$ cat src/hdl/modbus_rtu_slave_engine_core_defines.svh
// Assertion macros for the Modbus RTU slave engine.
// Used by the top level only; define NO_ASSERTIONS to leave the checks out.
`ifndef MODBUS_RTU_SLAVE_ENGINE_CORE_DEFINES_SVH
`define MODBUS_RTU_SLAVE_ENGINE_CORE_DEFINES_SVH
`ifndef NO_ASSERTIONS
`define MRS_ASSERT_IMPL(label, ante, cons) \
	label: assert property (@(posedge clk) disable iff (!arst_n) (ante) |-> (cons)) \
	else $error("assertion failed");
`define MRS_ASSERT_NEXT(label, ante, cons) \
	label: assert property (@(posedge clk) disable iff (!arst_n) (ante) |=> (cons)) \
	else $error("assertion failed");
`else
`define MRS_ASSERT_IMPL(label, ante, cons)
`define MRS_ASSERT_NEXT(label, ante, cons)
`endif
`endif

$ cat src/hdl/mrs_pkg.sv
// Shared types and constants of the Modbus RTU slave engine.
// No dependencies.
package mrs_pkg;
	localparam logic [7:0] FC_READ_HOLD  = 8'h03;
	localparam logic [7:0] FC_READ_INPUT = 8'h04;
	localparam logic [7:0] FC_WRITE_ONE  = 8'h06;
	localparam logic [7:0] EXC_FLAG      = 8'h80;
	localparam logic [7:0] EXC_FUNC      = 8'h01;
	localparam logic [7:0] EXC_ADDR      = 8'h02;
	localparam logic [7:0] EXC_VALUE     = 8'h03;
	localparam logic [3:0] INPUT_REG_COUNT = 4'd11;

	localparam logic [2:0] REG_SLAVE = 3'd0;
	localparam logic [2:0] REG_BCAST = 3'd1;
	localparam logic [2:0] REG_BOARD = 3'd2;
	localparam logic [2:0] REG_DATE  = 3'd3;
	localparam logic [2:0] REG_TIME  = 3'd4;
	localparam logic [2:0] REG_VER   = 3'd5;
	localparam logic [2:0] REG_MASK  = 3'd6;

	// Classified frame handed from front to back.
	typedef struct packed {
		logic        reply;      // answer with bytes
		logic        is_exc;
		logic [7:0]  exc_num;
		logic        is_echo;    // write echo
		logic        is_read;
		logic        rd_input;   // 04 rather than 03
		logic [3:0]  start;
		logic [3:0]  cnt;
		logic [7:0]  code;
		logic [47:0] head;
		logic [15:0] up_ma;
		logic [15:0] lo_ma;
		logic [15:0] lux_f;
		logic [15:0] lux_b;
		logic        mchg;
		logic        bchg;
	} job_t;

	function automatic logic [15:0] crc_feed(input logic [15:0] crc, input logic [7:0] b);
		logic [15:0] c;
		c = crc ^ {8'h00, b};
		for (int i = 0; i < 8; i++)
			c = c[0] ? ((c >> 1) ^ 16'hA001) : (c >> 1);
		return c;
	endfunction
endpackage

$ cat src/hdl/mrs_front.sv
// Receive front: gathers frame bytes, running CRC, classifies at frame end.
// Depends on mrs_pkg.
module mrs_front import mrs_pkg::*; #(
	parameter int RX_FRAME_MAX = 256
) (
	input  logic        clk,
	input  logic        arst_n,
	input  logic        in_valid,
	output logic        in_ready,
	input  logic        cmd,
	input  logic [7:0]  rx_byte,
	input  logic [15:0] upper_current_ma,
	input  logic [15:0] lower_current_ma,
	input  logic [15:0] front_lux,
	input  logic [15:0] rear_lux,
	input  logic [7:0]  slave_address,
	input  logic [7:0]  broadcast_address,
	input  logic [15:0] mode_valid_mask,
	input  logic        q_full,
	output logic        push,
	output job_t        job
);
	localparam int CW = $clog2(RX_FRAME_MAX + 2);
	logic [7:0]    head_q [6];
	logic [CW-1:0] cnt_q;
	logic [15:0]   crc_q, tail_q;
	logic [15:0]   a, v, rx_crc;
	logic [7:0]    code;
	logic          ok;

	assign in_ready = !q_full;
	wire acc = in_valid && in_ready;

	always_ff @(posedge clk or negedge arst_n) begin
		if (!arst_n) begin
			cnt_q <= '0;
			crc_q <= 16'hFFFF;
			tail_q <= '0;
		end else if (acc) begin
			if (cmd) begin
				cnt_q <= '0;
				crc_q <= 16'hFFFF;
				tail_q <= '0;
			end else begin
				if (cnt_q >= CW'(2)) crc_q <= crc_feed(crc_q, tail_q[15:8]);
				tail_q <= {tail_q[7:0], rx_byte};
				if (cnt_q <= CW'(RX_FRAME_MAX)) cnt_q <= cnt_q + 1'b1;
			end
		end
	end

	always_ff @(posedge clk) begin
		if (acc && !cmd && cnt_q < CW'(6)) head_q[cnt_q[2:0]] <= rx_byte;
	end

	always_comb begin
		a = {head_q[2], head_q[3]};
		v = {head_q[4], head_q[5]};
		code = head_q[1];
		rx_crc = {tail_q[7:0], tail_q[15:8]};
		ok = cnt_q >= CW'(4) && cnt_q <= CW'(RX_FRAME_MAX)
			&& (head_q[0] == slave_address || head_q[0] == broadcast_address)
			&& crc_q == rx_crc;
		job = '0;
		job.code = code;
		job.head = {head_q[0], head_q[1], head_q[2], head_q[3], head_q[4], head_q[5]};
		job.up_ma = upper_current_ma;
		job.lo_ma = lower_current_ma;
		job.lux_f = front_lux;
		job.lux_b = rear_lux;
		job.start = a[3:0];
		job.cnt = v[3:0];
		if (ok) begin
			job.reply = head_q[0] == slave_address;
			job.is_exc = 1'b1;
			priority if (cnt_q != CW'(8) || (code != FC_READ_HOLD && code != FC_READ_INPUT
				&& code != FC_WRITE_ONE)) job.exc_num = EXC_FUNC;
			else if (code == FC_READ_HOLD) begin
				if (a > 16'd1) job.exc_num = EXC_ADDR;
				else if (v == 16'd0 || {1'b0, v} + {1'b0, a} > 17'd2) job.exc_num = EXC_VALUE;
				else begin job.is_exc = 1'b0; job.is_read = 1'b1; end
			end else if (code == FC_READ_INPUT) begin
				if (a >= 16'(INPUT_REG_COUNT)) job.exc_num = EXC_ADDR;
				else if (v == 16'd0 || {1'b0, v} + {1'b0, a} > 17'(INPUT_REG_COUNT))
					job.exc_num = EXC_VALUE;
				else begin job.is_exc = 1'b0; job.is_read = 1'b1; job.rd_input = 1'b1; end
			end else begin
				if (a == 16'd0) begin
					if (v < 16'd16 && mode_valid_mask[v[3:0]]) begin
						job.is_exc = 1'b0; job.is_echo = 1'b1; job.mchg = 1'b1;
					end else job.exc_num = EXC_VALUE;
				end else if (a == 16'd1) begin
					if (v <= 16'd255) begin
						job.is_exc = 1'b0; job.is_echo = 1'b1; job.bchg = 1'b1;
					end else job.exc_num = EXC_VALUE;
				end else job.exc_num = EXC_ADDR;
			end
		end
	end

	assign push = acc && cmd;
endmodule

$ cat src/hdl/mrs_fifo.sv
// Two-entry queue of classified frames between front and back.
// Depends on mrs_pkg.
module mrs_fifo import mrs_pkg::*; (
	input  logic clk,
	input  logic arst_n,
	input  logic push,
	input  job_t wdata,
	output logic full,
	input  logic pop,
	output logic nempty,
	output job_t rdata
);
	job_t       mem_q [2];
	logic       wp_q, rp_q;
	logic [1:0] cnt_q;

	assign full = cnt_q == 2'd2;
	assign nempty = cnt_q != 2'd0;
	assign rdata = mem_q[rp_q];

	always_ff @(posedge clk) begin
		if (push) mem_q[wp_q] <= wdata;
	end

	always_ff @(posedge clk or negedge arst_n) begin
		if (!arst_n) begin
			wp_q <= 1'b0; rp_q <= 1'b0; cnt_q <= '0;
		end else begin
			if (push) wp_q <= ~wp_q;
			if (pop) rp_q <= ~rp_q;
			cnt_q <= cnt_q + {1'b0, push} - {1'b0, pop};
		end
	end
endmodule

$ cat src/hdl/mrs_back.sv
// Reply back end: executes a classified frame and streams reply bytes with CRC.
// Depends on mrs_pkg.
module mrs_back import mrs_pkg::*; (
	input  logic        clk,
	input  logic        arst_n,
	input  logic        job_valid,
	input  job_t        job,
	output logic        job_pop,
	input  logic [7:0]  slave_address,
	input  logic [15:0] board_number,
	input  logic [15:0] build_date_word,
	input  logic [15:0] build_time_word,
	input  logic [15:0] version_word,
	output logic        out_valid,
	input  logic        out_ready,
	output logic        has_byte,
	output logic [7:0]  tx_byte,
	output logic        last,
	output logic        mode_changed,
	output logic        brightness_changed,
	output logic [15:0] mode_value,
	output logic [7:0]  brightness_value
);
	logic [15:0] mode_q;
	logic [7:0]  bright_q;
	logic        busy_q;
	logic [4:0]  idx_q, n_body;
	logic [15:0] crc_q;
	logic [7:0]  body_byte, cur;
	logic [15:0] reg_w;
	logic [3:0]  ri;
	logic        emit, out_free;

	assign n_body = job.is_exc ? 5'd3 : job.is_echo ? 5'd6 : 5'd3 + {job.cnt, 1'b0};
	assign ri = job.start + 4'((idx_q - 5'd3) >> 1);

	always_comb begin
		reg_w = '0;
		if (!job.rd_input) reg_w = ri[0] ? {8'h00, bright_q} : mode_q;
		else unique case (ri)
			4'd0: reg_w = board_number;
			4'd1: reg_w = build_date_word;
			4'd2: reg_w = build_time_word;
			4'd3: reg_w = version_word;
			4'd4: reg_w = mode_q;
			4'd5: reg_w = job.up_ma;
			4'd7: reg_w = job.lo_ma;
			4'd9: reg_w = job.lux_f;
			4'd10: reg_w = job.lux_b;
			default: reg_w = '0;
		endcase
		body_byte = 8'h00;
		if (job.is_echo) body_byte = job.head[8'(47 - 8 * idx_q) -: 8];
		else if (idx_q == 5'd0) body_byte = slave_address;
		else if (idx_q == 5'd1) body_byte = job.is_exc ? (job.code | EXC_FLAG) : job.code;
		else if (idx_q == 5'd2) body_byte = job.is_exc ? job.exc_num : {3'b000, job.cnt, 1'b0};
		else body_byte = idx_q[0] ? reg_w[15:8] : reg_w[7:0];
		if (idx_q < n_body) cur = body_byte;
		else if (idx_q == n_body) cur = crc_q[7:0];
		else cur = crc_q[15:8];
	end

	assign out_free = !out_valid || out_ready;
	assign emit = job_valid && out_free && (busy_q || !job.reply);
	wire fin = emit && (!job.reply || idx_q == n_body + 5'd1);
	assign job_pop = fin;

	always_ff @(posedge clk or negedge arst_n) begin
		if (!arst_n) begin
			mode_q <= '0; bright_q <= '0; busy_q <= 1'b0; idx_q <= '0;
			crc_q <= 16'hFFFF; out_valid <= 1'b0;
		end else begin
			if (emit) out_valid <= 1'b1;
			else if (out_valid && out_ready) out_valid <= 1'b0;
			if (fin) busy_q <= 1'b0;
			else if (job_valid && !busy_q && job.reply && out_free) busy_q <= 1'b1;
			if (emit) begin
				if (fin) begin
					if (job.mchg) mode_q <= {12'h000, job.head[3:0]};
					if (job.bchg) bright_q <= job.head[7:0];
					idx_q <= '0; crc_q <= 16'hFFFF;
				end else begin
					if (idx_q < n_body) crc_q <= crc_feed(crc_q, cur);
					idx_q <= idx_q + 1'b1;
				end
			end
		end
	end

	// Every result of a frame carries the register values after that frame.
	always_ff @(posedge clk) begin
		if (emit) begin
			has_byte <= job.reply;
			tx_byte <= job.reply ? cur : 8'h00;
			last <= fin;
			mode_changed <= fin && job.mchg;
			brightness_changed <= fin && job.bchg;
			mode_value <= job.mchg ? {12'h000, job.head[3:0]} : mode_q;
			brightness_value <= job.bchg ? job.head[7:0] : bright_q;
		end
	end
endmodule

$ cat src/hdl/modbus_rtu_slave_engine_core.sv
// Modbus RTU slave engine, top level. Depends on mrs_pkg, front, queue, back.
// A byte transaction is absorbed when accepted; a frame end's first result is registered from
// the queue directly if status only, after a setup step (busy) if answered. Throughput: one
// result per cycle while the output is ready, setup aside; a frame end holds the back end for
// its status result or for setup plus 5 to 27 reply bytes; input stalls only while the queue
// holds two frame ends. Reset is asynchronous, active low, all control cleared.
`include "modbus_rtu_slave_engine_core_defines.svh"
module modbus_rtu_slave_engine_core import mrs_pkg::*; #(
	parameter int RX_FRAME_MAX = 256
) (
	input  logic        clk,
	input  logic        arst_n,
	input  logic        cfg_we,
	input  logic [2:0]  cfg_index,
	input  logic [15:0] cfg_data,
	input  logic        in_valid,
	output logic        in_ready,
	input  logic        cmd,
	input  logic [7:0]  rx_byte,
	input  logic [15:0] upper_current_ma,
	input  logic [15:0] lower_current_ma,
	input  logic [15:0] front_lux,
	input  logic [15:0] rear_lux,
	output logic        out_valid,
	input  logic        out_ready,
	output logic        has_byte,
	output logic [7:0]  tx_byte,
	output logic        last,
	output logic        mode_changed,
	output logic        brightness_changed,
	output logic [15:0] mode_value,
	output logic [7:0]  brightness_value
);
	logic [7:0]  slave_q, bcast_q;
	logic [15:0] board_q, date_q, time_q, ver_q, mask_q;
	logic        full, push, nempty, pop;
	job_t        wjob, rjob;

	// Configuration registers: the user must write them only while idle; the block does not enforce it.
	always_ff @(posedge clk or negedge arst_n) begin
		if (!arst_n) begin
			slave_q <= 8'd1; bcast_q <= '0; board_q <= '0; date_q <= '0;
			time_q <= '0; ver_q <= '0; mask_q <= 16'd31;
		end else if (cfg_we) begin
			unique case (cfg_index)
				REG_SLAVE: slave_q <= cfg_data[7:0];
				REG_BCAST: bcast_q <= cfg_data[7:0];
				REG_BOARD: board_q <= cfg_data;
				REG_DATE:  date_q <= cfg_data;
				REG_TIME:  time_q <= cfg_data;
				REG_VER:   ver_q <= cfg_data;
				REG_MASK:  mask_q <= cfg_data;
				default: ;
			endcase
		end
	end

	// Front: accept byte transactions, classify each frame end.
	mrs_front #(.RX_FRAME_MAX(RX_FRAME_MAX)) u_front (
		.clk, .arst_n, .in_valid, .in_ready, .cmd, .rx_byte,
		.upper_current_ma, .lower_current_ma, .front_lux, .rear_lux,
		.slave_address(slave_q), .broadcast_address(bcast_q),
		.mode_valid_mask(mask_q), .q_full(full), .push, .job(wjob)
	);

	// Queue: lets the front keep receiving while a reply drains.
	mrs_fifo u_fifo (
		.clk, .arst_n, .push, .wdata(wjob), .full, .pop, .nempty, .rdata(rjob)
	);

	// Back: execute and stream the reply bytes.
	mrs_back u_back (
		.clk, .arst_n, .job_valid(nempty), .job(rjob), .job_pop(pop),
		.slave_address(slave_q), .board_number(board_q), .build_date_word(date_q),
		.build_time_word(time_q), .version_word(ver_q),
		.out_valid, .out_ready, .has_byte, .tx_byte, .last,
		.mode_changed, .brightness_changed, .mode_value, .brightness_value
	);

	`MRS_ASSERT_IMPL(a_no_push_full, full, !push)
	`MRS_ASSERT_IMPL(a_flag_on_last, out_valid && (mode_changed || brightness_changed), last)
	`MRS_ASSERT_IMPL(a_status_is_last, out_valid && !has_byte, last)
	`MRS_ASSERT_NEXT(a_pop_gives_out, pop, out_valid)
endmodule

$ cat config.mk
export PLATFORM = sky130hd
export DESIGN_NAME = modbus_rtu_slave_engine_core
export DESIGN_NICKNAME = d
export VERILOG_FILES = /design/src/hdl/mrs_pkg.sv /design/src/hdl/mrs_front.sv /design/src/hdl/mrs_fifo.sv /design/src/hdl/mrs_back.sv /design/src/hdl/modbus_rtu_slave_engine_core.sv
export VERILOG_INCLUDE_DIRS = /design/src /design/src/hdl
export SDC_FILE = /design/constraint.sdc
export NUM_CORES = 1
export LEC_CHECK = 0
export ABC_AREA = 1
export BUFFER_PORTS_ARGS = -buffer_cell sky130_fd_sc_hd__buf_2
export CORE_ASPECT_RATIO = 1.1
export CORE_MARGIN = 5
export CORE_UTILIZATION = 30
export DETAILED_ROUTE_END_ITERATION = 10
export HOLD_SLACK_MARGIN = 0.02
export PLACE_DENSITY_LB_ADDON = 0.25
export RECOVER_POWER = 50
export SYNTH_ARGS = -nofsm -noshare
export SYNTH_HDL_FRONTEND = slang
export SYNTH_HIERARCHICAL = 1
export SYNTH_SLANG_ARGS = --single-unit
$ cat constraint.sdc
create_clock -name clk -period 7.7 [get_ports clk]
set_input_delay 0 -clock clk [delete_from_list [all_inputs] [get_ports clk]]
set_output_delay 0 -clock clk [all_outputs]
set_load 0.05 [all_outputs]
==> results of run 1 <==
registers in the layout, indices dropped and copies added (netlist names), 2 cells and up:
name / cells
time_q: 16
u_back/bright_q: 8
u_back/tx_byte: 8
u_front/tail_q: 16
u_back/mode_q: 16
u_fifo/mem_q: 284
u_front/head_q: 48
u_back/brightness_value: 8
ver_q: 16
slave_q: 8
bcast_q: 8
u_back/idx_q: 5
u_fifo/cnt_q: 2
u_back/crc_q: 16
date_q: 16
u_front/crc_q: 16
board_q: 16
mask_q: 16
u_front/cnt_q: 9
u_back/mode_value: 16
stage by stage:
step	power [W]	util	setup slack, ns	hold slack, ns
global placement	0.0105	0.313	2.35	0.0659
detailed placement	0.0105	0.313	2.26	0.0649
global route	0.0143	0.344	0.989	0.0819
finish	0.0134	0.344	2.07	0.0420
CTS	0.0135	0.346	2.22	0.0207
floorplan	0.00894	-	1.91	-0.296
final cells by class:
| class | count | area [um2] | share of cell area |
|---|---|---|---|
| flip-flops and latches | 556 | 15800 | 0.490 |
| multi-input cells | 1922 | 9600 | 0.298 |
| repair buffers | 262 | 1770 | 0.0548 |
| clock buffers | 78 | 1650 | 0.0512 |
| well taps | 1260 | 1580 | 0.0489 |
| inverters | 386 | 1460 | 0.0452 |
| clock inverters | 33 | 379 | 0.0118 |
critical path: stages:
cell           delay [ns]
dlygate4sd3_1        0.52
clkbuf_1             1.66
clkbuf_1             2.71
worst min path at each step:
stage,startpoint,end,slack (ns),cells past startpoint
after CTS,in_valid,u_front/tail_q[8],0.02,4
after floorplan,arst_n,bcast_q[0],-0.30,0
final,in_valid,u_front/tail_q[12],0.04,4
after global routing,rear_lux[3],u_fifo/mem_q[1][5],0.08,2
after global placement,arst_n,u_front/tail_q[11],0.07,1
after detailed placement,arst_n,u_front/tail_q[11],0.06,1
per-layer routing:
layer | share of wire | routed length [um] | track usage
met5 | 0.00016 | 13 | 0
met4 | 0.028 | 2340 | 0.0447
met3 | 0.050 | 4180 | 0.0193
met2 | 0.46 | 38200 | 0.260
met1 | 0.46 | 38200 | 0.232
layout by cell type, fill, tap and decap left out, drive strengths merged, types with 42 or more instances in the layout:
master	instances
nand2	885
dfrtp	150
clkbuf	172
inv	379
nand4	58
nor2	214
a21oi	54
edfxtp	368
buf	67
o21ai	257
dlygate4sd3	101
nand3	243
ha	42
power by group through the flow:
stage	combinational (W)	clock [W]	sequential (W)
global route	0.00689	0.00315	0.00431
floorplan	0.00441	0	0.00453
finish	0.00620	0.00296	0.00425
global placement	0.00617	0	0.00430
CTS	0.00624	0.00304	0.00425
detailed placement	0.00617	0	0.00430
timing repair:
| action | in CTS | in global routing |
|---|---|---|
| hold endpoints to repair | 367 | 0 |
| endpoints found under the setup margin | 0 | 0 |
| hold buffers | 102 | 0 |
==> flow_metrics.env, run 1 <==
export IMPL_placed_cells=4284
export IMPL_hold_class="input port to register"
export IMPL_wirelength_um=82900
export IMPL_internal_power_w=0.00729
export IMPL_numCtsBuffers=60
export IMPL_required_ns=7.04
export IMPL_fmax_mhz=178
export IMPL_routed_via_count=21000
export IMPL_ctsResizeCount=0
export IMPL_syn_instance_count=3049
export IMPL_grt_overflow_total=0
export IMPL_p_leak_nw=14.0
export IMPL_post_dp_cell_area_um2=29300
export IMPL_syn_area_per_cell_um2=9.24
export IMPL_setup_violations=0
export IMPL_violations="capacitance limit, slew limit"
export IMPL_pwr_share_seq=0.317
export IMPL_std_cell_rows=118
export IMPL_crit_type="input port to async pin"
export IMPL_finalInstanceArea_um2=32200
export IMPL_p_per_area_nw_per_um2=416
export IMPL_final_cells=4497
export IMPL_fin_tns_setup_ns=0
export IMPL_r2r_end="u_back/crc_q[0]"
export IMPL_skew_ns=0.0355
export IMPL_switching_share=0.456
export IMPL_dpl_hpwl_um=59500
export IMPL_gp_congestion=0.905
export IMPL_cp_max_fo=65
export IMPL_end_kind="async pin"
export IMPL_min_period_ns=5.63
export IMPL_fill_cells=9657
export IMPL_fin_nets=3329
export IMPL_die_area_um2=100000
export IMPL_cts_setup_buffers=0
export IMPL_grt_max_degree=143
export IMPL_p_sw_w=0.00612
export IMPL_dieHeight_um=331
export IMPL_area_delta_synth_final_pct=14.4
export IMPL_start_util=0.301
export IMPL_ctsLongestPathBuffers=3
export IMPL_port_buffers=134
export IMPL_dr_first_iter_drc_count=1720
export IMPL_ios=135
export IMPL_r2r_slack_ns=2.21
export IMPL_grt_usage=0.162
export IMPL_clkLatencyLatePin_ns=0.64
export IMPL_ys_warn_count=6
export IMPL_grt_pass1_vias=20100
export IMPL_htree_levels=2
export IMPL_grt_first_pass_wirelength_um=126000
export IMPL_arrival_ns=4.97
export IMPL_first_pass_iters=6
export IMPL_slew_headroom=-1.47
export IMPL_cts_sinks=556
export IMPL_dieWidth_um=302
export IMPL_startpoint="arst_n"
export IMPL_finalHoldViolations=0
export IMPL_timing_max_cap_violations=5
export IMPL_min_period_over_period=0.731
export IMPL_status="finished with violations"
export IMPL_via_per_inst=4.67
export IMPL_clk_pin_slew_worst_paths_ns=0.06
export IMPL_antenna_found_initial=1
export IMPL_worst_pin_slew_ns=3.70
export IMPL_core_um2=93800
export IMPL_synth_area_um2=28200
export IMPL_setup_worst_path_start_class="input port"
export IMPL_slew_violations=232
export IMPL_pwr_share_clk=0.221
export IMPL_cp_endpoint="u_fifo/rp_q"
export IMPL_rsz0062_at_grt="false"
export IMPL_combPwrFrac=0.462
export IMPL_rr_startpoint="u_back/idx_q[1]"
export IMPL_ir_drop_v=0.000271
export IMPL_drc_errors=0
export IMPL_wl_per_cell_um=18.4
export IMPL_tritoncts="built"
export IMPL_antenna_left=0
export IMPL_drive_above_1_share=0.108
export IMPL_root_buffer="clkbuf_16"
export IMPL_r2r_cells=31
export IMPL_diodes=0
Note: power is estimated with default switching activity, not from simulation.
==> inputs of run 2 (changes only) <==
--- a/config.mk
+++ b/config.mk
@@ -6,7 +6,7 @@
 export SDC_FILE = /design/constraint.sdc
 export NUM_CORES = 1
 export LEC_CHECK = 0
-export ABC_AREA = 1
+export ABC_AREA = 0
 export BUFFER_PORTS_ARGS = -buffer_cell sky130_fd_sc_hd__buf_2
 export CORE_ASPECT_RATIO = 1.1
 export CORE_MARGIN = 5
==> constraint.sdc (replaced) <==
create_clock -name clk -period 5.56 [get_ports clk]
set_input_delay 0 -clock clk [delete_from_list [all_inputs] [get_ports clk]]
set_output_delay 0 -clock clk [all_outputs]
set_load 0.05 [all_outputs]
==> run 2 against run 1 <==
Compared with the run above:
- the flow still finishes with violations (capacitance limit, slew limit)
- register-to-register slack worse by 1.8 ns
- global-route usage decreased by 0.73 points
- critical path type is now register to register
- hold slack better by 0.088 ns
- synthesized cell count fell by 35%
==> flow_metrics.env, run 2 <==
export IMPL_min_period_over_period=0.920
export IMPL_grt_overflow_total=0
export IMPL_violations="capacitance limit, slew limit"
export IMPL_die_area_um2=96100
export IMPL_drive_above_1_share=0.234
export IMPL_syn_instance_count=1970
export IMPL_rsz0062_at_grt="false"
export IMPL_crit_type="register to register"
export IMPL_required_ns=6.09
export IMPL_root_buffer="clkbuf_16"
export IMPL_final_cells=3357
export IMPL_fill_cells=8645
export IMPL_clkLatencyLatePin_ns=0.61
export IMPL_ios=135
export IMPL_pwr_share_clk=0.229
export IMPL_arrival_ns=5.65
export IMPL_post_dp_cell_area_um2=28400
export IMPL_first_pass_iters=5
export IMPL_std_cell_rows=115
export IMPL_tritoncts="built"
export IMPL_finalHoldViolations=0
export IMPL_combPwrFrac=0.453
export IMPL_dieHeight_um=325
export IMPL_min_period_ns=5.12
export IMPL_setup_slack_ns=0.443
export IMPL_ys_warn_count=6
export IMPL_fin_tns_setup_ns=0
export IMPL_fmax_mhz=195
export IMPL_dpl_hpwl_um=54700
export IMPL_setup_worst_path_start_class="register"
export IMPL_start_util=0.302
export IMPL_largest_reg_flops=284
export IMPL_wl_met1_um=33100
export IMPL_htree_levels=3
export IMPL_wirelength_um=76300
export IMPL_fin_nets=2274
export IMPL_timing_max_cap_violations=3
export IMPL_grt_pass1_vias=17100
export IMPL_skew_ns=0.0311
export IMPL_p_leak_nw=11.6
export IMPL_slew_violations=140
export IMPL_worst_pin_slew_ns=3.04
export IMPL_met2WireLength_um=37500
export IMPL_p_sw_w=0.00728
export IMPL_via_per_inst=4.98
export IMPL_preCtsSetupSlack_ns=0.426
export IMPL_clk_pin_slew_worst_paths_ns=0.06
export IMPL_wl_per_cell_um=22.7
export IMPL_ctsLongestPathBuffers=3
export IMPL_cts_sinks=556
export IMPL_antenna_found_initial=2
export IMPL_slew_headroom=-1.03
export IMPL_internal_power_w=0.0115
export IMPL_placed_cells=3134
export IMPL_top_layer="met4"
export IMPL_hold_class="input port to register"
export IMPL_grt_usage=0.155
export IMPL_cts_setup_buffers=0
export IMPL_port_buffers=134
export IMPL_end_kind="register"
export IMPL_finalInstanceArea_um2=31300
export IMPL_pwr_share_seq=0.318
export IMPL_core_um2=89400
export IMPL_grt_first_pass_wirelength_um=112000
export IMPL_holdWs_ns=0.130
export IMPL_synth_area_um2=27000
export IMPL_area_delta_synth_final_pct=16.0
export IMPL_final_common_cell="edfxtp_1"
export IMPL_dr_first_iter_drc_count=1029
export IMPL_gp_congestion=0.877
export IMPL_ctsHoldBuffers=100
export IMPL_syn_area_per_cell_um2=13.7
export IMPL_ir_drop_v=0.000566
export IMPL_dieWidth_um=296
export IMPL_switching_share=0.389
export IMPL_top_register="u_fifo/mem_q"
export IMPL_ctsResizeCount=0
export IMPL_drc_errors=0
export IMPL_p_per_area_nw_per_um2=598
export IMPL_status="finished with violations"
export IMPL_route_met3_wl_um=3630
export IMPL_setup_violations=0
export IMPL_routed_via_count=16700
export IMPL_numCtsBuffers=67
export IMPL_cp_max_fo=24
export IMPL_antenna_left=0
export IMPL_final_cell_mix="edfxtp_1 (368), mux2_2 (195), dfrtp_1 (148)"
export IMPL_grt_max_degree=122
==> run 2: layer usage <==
| layer | vias to the layer above | track usage |
|---|---|---|
| li1 | 7627 | - |
| met1 | 8464 | 0.203 |
| met2 | 493 | 0.265 |
| met3 | 122 | 0.0237 |
| met4 | 0 | 0.0456 |
| met5 | - | 0 |
==> run 2: path summary, 6_finish.rpt <==
kind | cells after the start | start | endpoint | slack (ns)
setup / recovery | 16 | u_back/idx_q[1] | u_back/crc_q[0] | 0.44
hold / removal | 2 | lower_current_ma[11] | u_fifo/mem_q[0][45] | 0.13
setup reg to reg | 16 | u_back/idx_q[1] | u_back/crc_q[0] | 0.44
hold reg to reg | 2 | u_front/crc_q[6] | u_front/crc_q[6] | 0.48
max in group asynchronous | 4 | arst_n | board_q[8] | 1.73
min in group asynchronous | 3 | arst_n | u_back/idx_q[2] | 0.54
==> run 2: area by class of cell <==
type	instances	area (um2)	share of cell area
inverters	30	113	0.00360
well taps	1170	1460	0.0468
flip-flops and latches	556	15800	0.505
repair buffers	272	1910	0.0610
clock inverters	25	248	0.00791
diodes	1	2.50	0.0000799
multi-input cells	1206	9830	0.314
clock buffers	97	1930	0.0618
==> run 2: critical path, cell delays in order (launching register included) <==
cell	delay (ns)
dfrtp_1	0.55
ha_1	0.34
xnor2_1	0.19
inv_1	0.10
fa_2	0.44
xor2_4	0.57
buf_12	0.25
mux2i_1	0.09
o21ai_0	0.19
a21oi_1	0.16
o221ai_1	0.20
nand4_1	0.11
o21ai_0	0.51
xnor3_1	0.53
xnor3_2	0.45
xnor3_1	0.22
a21oi_1	0.15
==> run 2: metrics by stage <==
step,total power [W],util
after floorplan,0.0121,-
after detailed placement,0.0146,0.318
after global placement,0.0145,0.318
after CTS,0.0190,0.353
final,0.0187,0.350
after global routing,0.0197,0.350
==> run 2: power by group through the flow <==
stage / sequential [W] / clock [W] / combinational (W)
floorplan: 0.00631 / 0 / 0.00574
global placement: 0.00602 / 0 / 0.00843
CTS: 0.00597 / 0.00443 / 0.00861
finish: 0.00596 / 0.00429 / 0.00848
global route: 0.00605 / 0.00459 / 0.00906
detailed placement: 0.00604 / 0 / 0.00851
